**src/rtl/trst_pkg.sv**
```systemverilog
// ----------------------------------------------------------------------------
// trst_pkg: shared types and constants for the touch ring sector tracker
// Word layouts, controller commands, state codes and the CORDIC angle table.
// ----------------------------------------------------------------------------
package trst_pkg;

   localparam int ANGLE_BITS = 16;
   localparam int ACC_BITS   = 32;
   localparam int CORDIC_STEPS = 16;
   localparam int STEP_BITS  = 4;
   localparam int TOTAL_BITS = 7;
   localparam int MAP_BITS   = 64;
   localparam int CSR_IDX_BITS = 2;

   localparam logic [CSR_IDX_BITS-1:0] CSR_ARC_START    = 2'd0;
   localparam logic [CSR_IDX_BITS-1:0] CSR_ARC_END      = 2'd1;
   localparam logic [CSR_IDX_BITS-1:0] CSR_SENSOR_TOTAL = 2'd2;

   localparam logic MODE_CONTACT = 1'b0;
   localparam logic MODE_TICK    = 1'b1;

   typedef struct packed {
      logic        mode;
      logic [15:0] contact_dx;
      logic [15:0] contact_dy;
   } req_word_type;

   typedef struct packed {
      logic [63:0] hit_map;
      logic [63:0] new_map;
      logic [63:0] released_map;
      logic        changed;
   } rsp_word_type;

   typedef enum logic [2:0] {
      ST_IDLE,
      ST_ANGLE,
      ST_TEST,
      ST_DIVIDE,
      ST_MARK,
      ST_EMIT
   } ctrl_state_type;

   // controller -> datapath
   typedef struct packed {
      logic load;       // capture request word, prepare CORDIC
      logic cordic_step;
      logic test;       // round angle, arc test, prepare divide
      logic div_step;
      logic mark;       // set sector bit
      logic emit;       // load output word, roll maps
   } dp_cmd_type;

   // datapath -> controller
   typedef struct packed {
      logic is_tick;
      logic last_step;  // final CORDIC / divide iteration
      logic in_arc;     // point falls in a live arc
   } dp_status_type;

   function automatic logic [ACC_BITS-1:0] atan_turn(input logic [STEP_BITS-1:0] i);
      logic [ACC_BITS-1:0] r;
      unique case (i)
         4'd0:  r = 32'h20000000;
         4'd1:  r = 32'h12E4051E;
         4'd2:  r = 32'h09FB385B;
         4'd3:  r = 32'h051111D4;
         4'd4:  r = 32'h028B0D43;
         4'd5:  r = 32'h0145D7E1;
         4'd6:  r = 32'h00A2F61E;
         4'd7:  r = 32'h00517C55;
         4'd8:  r = 32'h0028BE53;
         4'd9:  r = 32'h00145F2F;
         4'd10: r = 32'h000A2F98;
         4'd11: r = 32'h000517CC;
         4'd12: r = 32'h00028BE6;
         4'd13: r = 32'h000145F3;
         4'd14: r = 32'h0000A2F9;
         4'd15: r = 32'h0000517D;
         default: r = '0;
      endcase
      return r;
   endfunction

endpackage

```
**src/rtl/trst_ctrl.sv**
```systemverilog
// ----------------------------------------------------------------------------
// trst_ctrl: sequencing controller
// Contact: CORDIC, arc test, sector divide, map update; tick: maps word out.
// ----------------------------------------------------------------------------
module trst_ctrl (
   input  logic                    clock,
   input  logic                    reset,
   input  logic                    req_valid,
   output logic                    req_ready,
   input  logic                    rsp_busy,
   input  trst_pkg::dp_status_type status,
   output trst_pkg::dp_cmd_type    cmd
);

   trst_pkg::ctrl_state_type state_ff, state_in;

   always_ff @(posedge clock) begin
      if (reset) begin
         state_ff <= trst_pkg::ST_IDLE;
      end else begin
         state_ff <= state_in;
      end
   end

   always_comb begin
      state_in  = state_ff;
      cmd       = '0;
      req_ready = 1'b0;
      unique case (state_ff)
         trst_pkg::ST_IDLE: begin
            req_ready = 1'b1;
            if (req_valid) begin
               cmd.load = 1'b1;
               state_in = trst_pkg::ST_ANGLE;
            end
         end
         trst_pkg::ST_ANGLE: begin
            if (status.is_tick) begin
               if (!rsp_busy) state_in = trst_pkg::ST_EMIT;
            end else begin
               cmd.cordic_step = 1'b1;
               if (status.last_step) state_in = trst_pkg::ST_TEST;
            end
         end
         trst_pkg::ST_TEST: begin
            cmd.test = 1'b1;
            state_in = trst_pkg::ST_DIVIDE;
         end
         trst_pkg::ST_DIVIDE: begin
            if (!status.in_arc) begin
               state_in = trst_pkg::ST_IDLE;
            end else begin
               cmd.div_step = 1'b1;
               if (status.last_step) state_in = trst_pkg::ST_MARK;
            end
         end
         trst_pkg::ST_MARK: begin
            cmd.mark = 1'b1;
            state_in = trst_pkg::ST_IDLE;
         end
         trst_pkg::ST_EMIT: begin
            cmd.emit = 1'b1;
            state_in = trst_pkg::ST_IDLE;
         end
         default: state_in = trst_pkg::ST_IDLE;
      endcase
   end

endmodule

```
**src/rtl/trst_datapath.sv**
```systemverilog
// ----------------------------------------------------------------------------
// trst_datapath: angle, arc and sector datapath
// Iterative CORDIC vectoring, restoring sector divider and the hit maps.
// ----------------------------------------------------------------------------
module trst_datapath #(
   parameter int MAX_SENSORS = 64,
   parameter int COORD_BITS  = 16
) (
   input  logic                    clock,
   input  logic                    reset,
   input  trst_pkg::req_word_type  req_word,
   input  trst_pkg::dp_cmd_type    cmd,
   output trst_pkg::dp_status_type status,
   input  logic                    cfg_clear,
   input  logic [15:0]             arc_start,
   input  logic [15:0]             arc_end,
   input  logic [6:0]              sensor_total,
   output trst_pkg::rsp_word_type  rsp_word
);

   // coordinates scaled by 2^14 plus growth of the CORDIC gain
   localparam int XW = COORD_BITS + 14 + 3;
   localparam int PW = 16 + 7;              // offset * n
   localparam int IW = $clog2(MAX_SENSORS);
   localparam int IB = (IW < 1) ? 1 : IW;

   logic signed [XW-1:0] x_ff, x_in, y_ff, y_in;
   logic [31:0]          acc_ff, acc_in;
   logic [4:0]           step_ff, step_in;
   logic                 tick_ff, in_arc_ff;
   logic                 origin_ff;
   logic [15:0]          span_ff;
   logic [6:0]           n_ff;
   logic [PW-1:0]        num_ff;      // dividend, shifted out msb first
   logic [15:0]          rem_ff;
   logic [6:0]           quo_ff;
   logic [63:0]          cur_ff, prev_ff;

   logic signed [COORD_BITS-1:0] dx, dy;
   logic signed [XW-1:0] sx, sy, xs, ys;
   logic [15:0]  ang, offs, span;
   logic [6:0]   n_eff;
   logic         hit;
   logic [16:0]  rem_sh;
   logic [6:0]   idx;

   assign dx = req_word.contact_dx[COORD_BITS-1:0];
   assign dy = req_word.contact_dy[COORD_BITS-1:0];
   assign sx = XW'(dx) <<< 14;
   assign sy = XW'(dy) <<< 14;
   assign xs = x_ff >>> step_ff[3:0];
   assign ys = y_ff >>> step_ff[3:0];

   // origin point has angle 0
   assign ang  = origin_ff ? 16'd0 : 16'((acc_ff + 32'h8000) >> 16);
   assign offs = ang - arc_start;
   assign span = arc_end - arc_start;
   assign n_eff = (sensor_total > 7'(MAX_SENSORS)) ? 7'(MAX_SENSORS) : sensor_total;
   always_comb begin
      if (arc_start < arc_end) hit = (ang >= arc_start) && (ang <= arc_end);
      else                     hit = (ang >= arc_start) || (ang <= arc_end);
      hit = hit && (arc_start != arc_end) && (n_eff != 7'd0);
   end

   assign rem_sh = {rem_ff, num_ff[PW-1]};
   assign idx = (quo_ff >= n_ff) ? n_ff - 7'd1 : quo_ff;

   always_comb begin
      x_in = x_ff; y_in = y_ff; acc_in = acc_ff; step_in = step_ff;
      if (cmd.load) begin
         step_in = '0;
         if (sx < 0) begin
            x_in = -sx; y_in = -sy; acc_in = 32'h80000000;
         end else begin
            x_in = sx; y_in = sy; acc_in = '0;
         end
      end else if (cmd.cordic_step) begin
         step_in = step_ff + 5'd1;
         if (y_ff >= 0) begin
            x_in = x_ff + ys; y_in = y_ff - xs;
            acc_in = acc_ff + trst_pkg::atan_turn(step_ff[3:0]);
         end else begin
            x_in = x_ff - ys; y_in = y_ff + xs;
            acc_in = acc_ff - trst_pkg::atan_turn(step_ff[3:0]);
         end
      end else if (cmd.test) begin
         step_in = '0;
      end else if (cmd.div_step) begin
         step_in = step_ff + 5'd1;
      end
   end

   always_ff @(posedge clock) begin
      x_ff <= x_in; y_ff <= y_in; acc_ff <= acc_in; step_ff <= step_in;
      if (cmd.load) begin
         tick_ff   <= req_word.mode == trst_pkg::MODE_TICK;
         origin_ff <= (dx == '0) && (dy == '0);
      end
      if (cmd.test) begin
         in_arc_ff <= hit;
         span_ff   <= span;
         n_ff      <= n_eff;
         num_ff    <= PW'(offs) * PW'(n_eff);
         rem_ff    <= '0;
         quo_ff    <= '0;
      end
      if (cmd.div_step) begin
         num_ff <= num_ff << 1;
         if (rem_sh >= {1'b0, span_ff}) begin
            rem_ff <= 16'(rem_sh - {1'b0, span_ff});
            quo_ff <= {quo_ff[5:0], 1'b1};
         end else begin
            rem_ff <= rem_sh[15:0];
            quo_ff <= {quo_ff[5:0], 1'b0};
         end
      end
      if (cmd.emit) begin
         rsp_word.hit_map      <= cur_ff;
         rsp_word.new_map      <= cur_ff & ~prev_ff;
         rsp_word.released_map <= prev_ff & ~cur_ff;
         rsp_word.changed      <= (cur_ff ^ prev_ff) != '0;
      end
   end

   always_ff @(posedge clock) begin
      if (reset || cfg_clear) begin
         cur_ff  <= '0;
         prev_ff <= '0;
      end else if (cmd.mark) begin
         cur_ff[idx[IB-1:0]] <= 1'b1;
      end else if (cmd.emit) begin
         prev_ff <= cur_ff;
         cur_ff  <= '0;
      end
   end

   assign status.is_tick   = tick_ff;
   assign status.in_arc    = in_arc_ff;
   assign status.last_step = cmd.cordic_step ? (step_ff == 5'd15) : (step_ff == 5'(PW-1));

endmodule

```
**src/rtl/touch_ring_sector_tracker.sv**
```systemverilog
// ----------------------------------------------------------------------------
// touch_ring_sector_tracker: sector hit tracker for a ring of touch sensors
// Angle by iterative CORDIC, arc check, sector index by serial divide.
// ----------------------------------------------------------------------------
//  channel | ports                   | role
//  req     | req_valid/ready/word    | contact point or tick marker in
//  rsp     | rsp_valid/ready/word    | maps word out, one per tick marker
//  csr     | csr_write/index/data    | arc_start, arc_end, sensor_total
//
// Contact word: accept, 16 CORDIC steps, test, 23 divide steps, sector mark
// (a miss returns to idle from the divide state). The iterative CORDIC stage
// gives the angle, the one-bit-per-cycle restoring divider the sector index.
// Tick word: it waits in ANGLE while the previous response is unread.
// Reset is synchronous; registers return to 0 / 65535 / 32, maps clear.
module touch_ring_sector_tracker #(
   parameter int MAX_SENSORS = 64,
   parameter int COORD_BITS  = 16
) (
   input  logic                   clock,
   input  logic                   reset,
   input  logic                   req_valid,
   output logic                   req_ready,
   input  trst_pkg::req_word_type req_word,
   output logic                   rsp_valid,
   input  logic                   rsp_ready,
   output trst_pkg::rsp_word_type rsp_word,
   input  logic                   csr_write,
   input  logic [1:0]             csr_index,
   input  logic [15:0]            csr_data
);

   logic [15:0] arc_start_ff, arc_end_ff;
   logic [6:0]  total_ff;
   logic        rsp_valid_ff;
   logic        cfg_clear;
   trst_pkg::dp_cmd_type    cmd;
   trst_pkg::dp_status_type status;

   // listed registers clear the maps on write
   assign cfg_clear = csr_write && (csr_index == trst_pkg::CSR_ARC_START ||
                      csr_index == trst_pkg::CSR_ARC_END ||
                      csr_index == trst_pkg::CSR_SENSOR_TOTAL);

   always_ff @(posedge clock) begin
      if (reset) begin
         arc_start_ff <= '0;
         arc_end_ff   <= 16'hFFFF;
         total_ff     <= 7'd32;
      end else if (csr_write) begin
         unique case (csr_index)
            trst_pkg::CSR_ARC_START:    arc_start_ff <= csr_data;
            trst_pkg::CSR_ARC_END:      arc_end_ff   <= csr_data;
            trst_pkg::CSR_SENSOR_TOTAL: total_ff     <= csr_data[6:0];
            default: ;
         endcase
      end
   end

   // output register: set on emit, cleared when taken
   always_ff @(posedge clock) begin
      if (reset) begin
         rsp_valid_ff <= 1'b0;
      end else if (cmd.emit) begin
         rsp_valid_ff <= 1'b1;
      end else if (rsp_ready) begin
         rsp_valid_ff <= 1'b0;
      end
   end
   assign rsp_valid = rsp_valid_ff;

   trst_ctrl u_ctrl (
      .clock     (clock),
      .reset     (reset),
      .req_valid (req_valid),
      .req_ready (req_ready),
      .rsp_busy  (rsp_valid_ff && !rsp_ready),
      .status    (status),
      .cmd       (cmd)
   );

   trst_datapath #(
      .MAX_SENSORS (MAX_SENSORS),
      .COORD_BITS  (COORD_BITS)
   ) u_dp (
      .clock        (clock),
      .reset        (reset),
      .req_word     (req_word),
      .cmd          (cmd),
      .status       (status),
      .cfg_clear    (cfg_clear),
      .arc_start    (arc_start_ff),
      .arc_end      (arc_end_ff),
      .sensor_total (total_ff),
      .rsp_word     (rsp_word)
   );

   // emit never overwrites an unread response
   a_no_overrun: assert property (@(posedge clock) disable iff (reset)
      cmd.emit |-> !(rsp_valid_ff && !rsp_ready))
      else $error("response overrun");

   // at most one datapath command per cycle
   a_one_cmd: assert property (@(posedge clock) disable iff (reset)
      $onehot0(cmd))
      else $error("conflicting datapath commands");

endmodule

```
**config.mk**
```make
export PLATFORM = sky130hd
export DESIGN_NAME = touch_ring_sector_tracker
export DESIGN_NICKNAME = d
export VERILOG_FILES = /design/src/rtl/trst_pkg.sv /design/src/rtl/trst_ctrl.sv /design/src/rtl/trst_datapath.sv /design/src/rtl/touch_ring_sector_tracker.sv
export SDC_FILE = /design/constraint.sdc
export NUM_CORES = 2
export LEC_CHECK = 0
export BUFFER_PORTS_ARGS = -buffer_cell sky130_fd_sc_hd__buf_2
export CORE_MARGIN = 2
export CORE_UTILIZATION = 46
export DETAILED_ROUTE_END_ITERATION = 12
export GPL_ROUTABILITY_DRIVEN = 0
export PLACE_DENSITY = 0.74
export SYNTH_ARGS = -nofsm -noshare
export SYNTH_HDL_FRONTEND = slang
export SYNTH_SLANG_ARGS = --single-unit
```
**constraint.sdc**
```tcl
create_clock -name clock -period 9.47 [get_ports clock]
set_input_delay 0.947 -clock clock [delete_from_list [all_inputs] [get_ports clock]]
set_output_delay 0.947 -clock clock [all_outputs]
set_load 0.005 [all_outputs]
```
==> results_dict.tcl <==
set metrics [dict create \
    worstPathArrival_ps 8790 \
    cts_root_buf "clkbuf_16" \
    slew_viol_final 0 \
    tritoncts "built" \
    fp-row-count 108 \
    route.antenna.remaining_nets 0 \
    die_area_sq_mm 0.08967 \
    hold_path.class "reg2reg" \
    place_hpwl_microns 74780 \
    yosysSeqAreaShare 0.3739 \
    drtIter0Drc 2716 \
    slowest_stage "a211oi_1" \
    syn_area_per_cell_sq_um 9.632 \
    viasPerCell 5.732 \
    grt_util_all_layers 0.2209 \
    yosys.area.top_type_share 0.2707 \
    reg2reg_depth 28 \
    fmax_mhz 118.7 \
    worstSetupPathType "reg2reg" \
    start_kind "flip-flop" \
    crit_start "u_dp.acc_ff[15]" \
    clk_path_buf_depth 3 \
    period_needed_ps 8424 \
    stdcell_area_sq_mm 0.04448 \
    relSlewSlack 0.2209 \
    core_area_sq_mm 0.08662 \
    cellPowerDensity_mw_per_mm2 340.1 \
    vias 31800 \
    crit_required_ps 9840 \
    min_path_cells 2 \
    clk_latency_ps 680 \
    die_w_microns 299.5 \
    antenna_found_initial 0 \
    area.growth.synth_to_final_pct 10.77 \
    yosysMostFrequentCell "nand2_1" \
    endpoint "u_dp.num_ff[22]" \
    h-tree-depth 2 \
    cts.sinks 569 \
    vdd_drop_max_uv 229.6 \
    synth-seq-cells 569 \
    fin_crit_sh 0.8895 \
    ctsResizeCount 0 \
    status "finished, final reports clean" \
    setup_violations 0 \
    power.leakage_uw 0.01730 \
    start_util 0.4636 \
    yosysUniqueCellTypes 99 \
    num_antenna_cells 0 \
    async_flop_share 0 \
    rsz0062_at_grt "no" \
    cp_max_fo 7 \
    cts_buffers 60 \
    worst_clock_skew_ps 66.75 \
    power.total_uw 15130 \
    die_h_microns 299.5 \
    worstMarginPinSlew_ps 1136 \
    synth_fp_nets 4652 \
    dpl_cell_area_sq_mm 0.04230 \
    cts_hold_buf 0 \
    r2r_end "u_dp.num_ff[22]" \
    routed_wl_microns 101900 \
    ys_top_cells_by_area "edfxtp_1 27%, ha_1 11%, dfxtp_1 10%, nand2_1 4.4%, fa_1 3.7%" \
    ys_warn_count 0 \
    r2r_slack_ps 1050 \
    drv_cap 0 \
    timing.setup.tns_ps 0 \
    synth_top_area_cell "edfxtp_1" \
    synth-edff-count 362 \
    grt_pass1_vias 29710 \
    cp_common_cell "fa_1" \
    post_cts_buffers 0 \
    ys.flop_type "edfxtp_1" \
    globalRouteOverflowTotal 0 \
    port_buffers 250 \
    syn-instance-count 4169 \
    io_pins 251 \
    grt_first_pass_wirelength_microns 160800 \
    grt_max_degree 92 \
    drive_above_1_share 0.1300 \
    wire_per_inst_microns 18.37 \
    reg2reg_from "u_dp.acc_ff[15]" \
    synth_common_cells "468 x nand2_1, 369 x nor2_1, 362 x edfxtp_1, 352 x ha_1, 326 x inv_1" \
    fin_nets 4824 \
    mappedNetlistArea_sq_mm 0.04015 \
    drt_drc_violations_left 0 \
    fin_util 0.5135 \
    cpPeakStageDelay_ps 680 \
    dr.pass1.iters 6 \
    whs_ps 455.2 \
    critPathCaptureType "flip-flop" \
    clkTransAtPathRegs_ps 70 \
    hold_viol_final 0 \
]
worst max-delay path, delay by kind of cell (launching register included):
kind,cells,cell delay [ps]
adder cells (fa/ha/maj),7,3070
buffers and inverters,2,90
XOR/XNOR,3,890
AND/OR/NAND/NOR,6,1100
flip-flops,1,430
AO/OA/AOI/OAI,10,2580
per-stage QoR:
stage	setup slack, ps	cells
finish	1046	5548
floorplan	2004	4169
global route	397.0	5548
detailed placement	1081	5434
global placement	1305	5434
CTS	1058	5548
power breakdown:
part           internal (uW)  total [uW]  leakage (uW)  switching [uW]
clock network           1470        2540       0.00107            1060
registers               3200        3660       0.00488             458
logic                   3820        8930        0.0114            5120
total                   8490       15100        0.0173            6640
routing by layer:
metal / global-route usage / vias up / wire length (microns)
met5: 0 / - / 0
met4: 0.06631 / 0 / 3043
met3: 0.02435 / 183 / 5874
met2: 0.3813 / 1105 / 49460
met1: 0.2918 / 15270 / 43540
li1: - / 15240 / -
layout by cell type, fill, tap and decap left out, drive strengths merged, types with 96 or more instances in the layout:
cell type  count
nand2        468
xor2         112
inv          336
a21oi        256
ha           352
nor2         369
o21ai        226
dfxtp        207
xnor2        149
edfxtp       362
mux2i         96
buf          282
cell type report:
class	instances	area [sq um]
Timing Repair Buffer	282	1491
Clock inverter	32	399.1
Sequential cell	569	15030
Tap cell	1155	1445
Fill cell	7779	42140
Multi-Input combinational cell	3095	23080
Inverter	333	1257
Clock buffer	82	1780
kinds of logic (layout without fill, tap and decap cells):
logic type / after synthesis / after routing / synth area share
buffers and inverters: 505 / 729 / 0.05207
AOI/OAI and AO/OA: 917 / 917 / 0.1457
adders and majority gates: 428 / 428 / 0.1473
xor gates and xnor gates: 262 / 262 / 0.05752
and+or+nand+nor: 1277 / 1277 / 0.1474
muxes: 211 / 211 / 0.07609
DFF: 569 / 569 / 0.3739
sequential cells by signal, indices dropped and copies added (netlist names), 16 cells and up, named ones only:
register	flops
u_dp.cur_ff	64
u_dp.rsp_word	193
u_dp.prev_ff	64
u_dp.x_ff	33
arc_start_ff	16
u_dp.y_ff	33
arc_end_ff	16
u_dp.rem_ff	16
u_dp.acc_ff	32
u_dp.num_ff	23
u_dp.span_ff	16
worst min-delay path by stage:
stage / from / endpoint / slack, ps
floorplan: arc_start_ff[10] / arc_start_ff[10] / 440
global placement: arc_start_ff[5] / arc_start_ff[5] / 440
detailed placement: arc_start_ff[5] / arc_start_ff[5] / 450
CTS: arc_start_ff[4] / arc_start_ff[4] / 460
global route: arc_start_ff[5] / arc_start_ff[5] / 470
finish: arc_start_ff[5] / arc_start_ff[5] / 460
(Power assumes the default switching activity.)
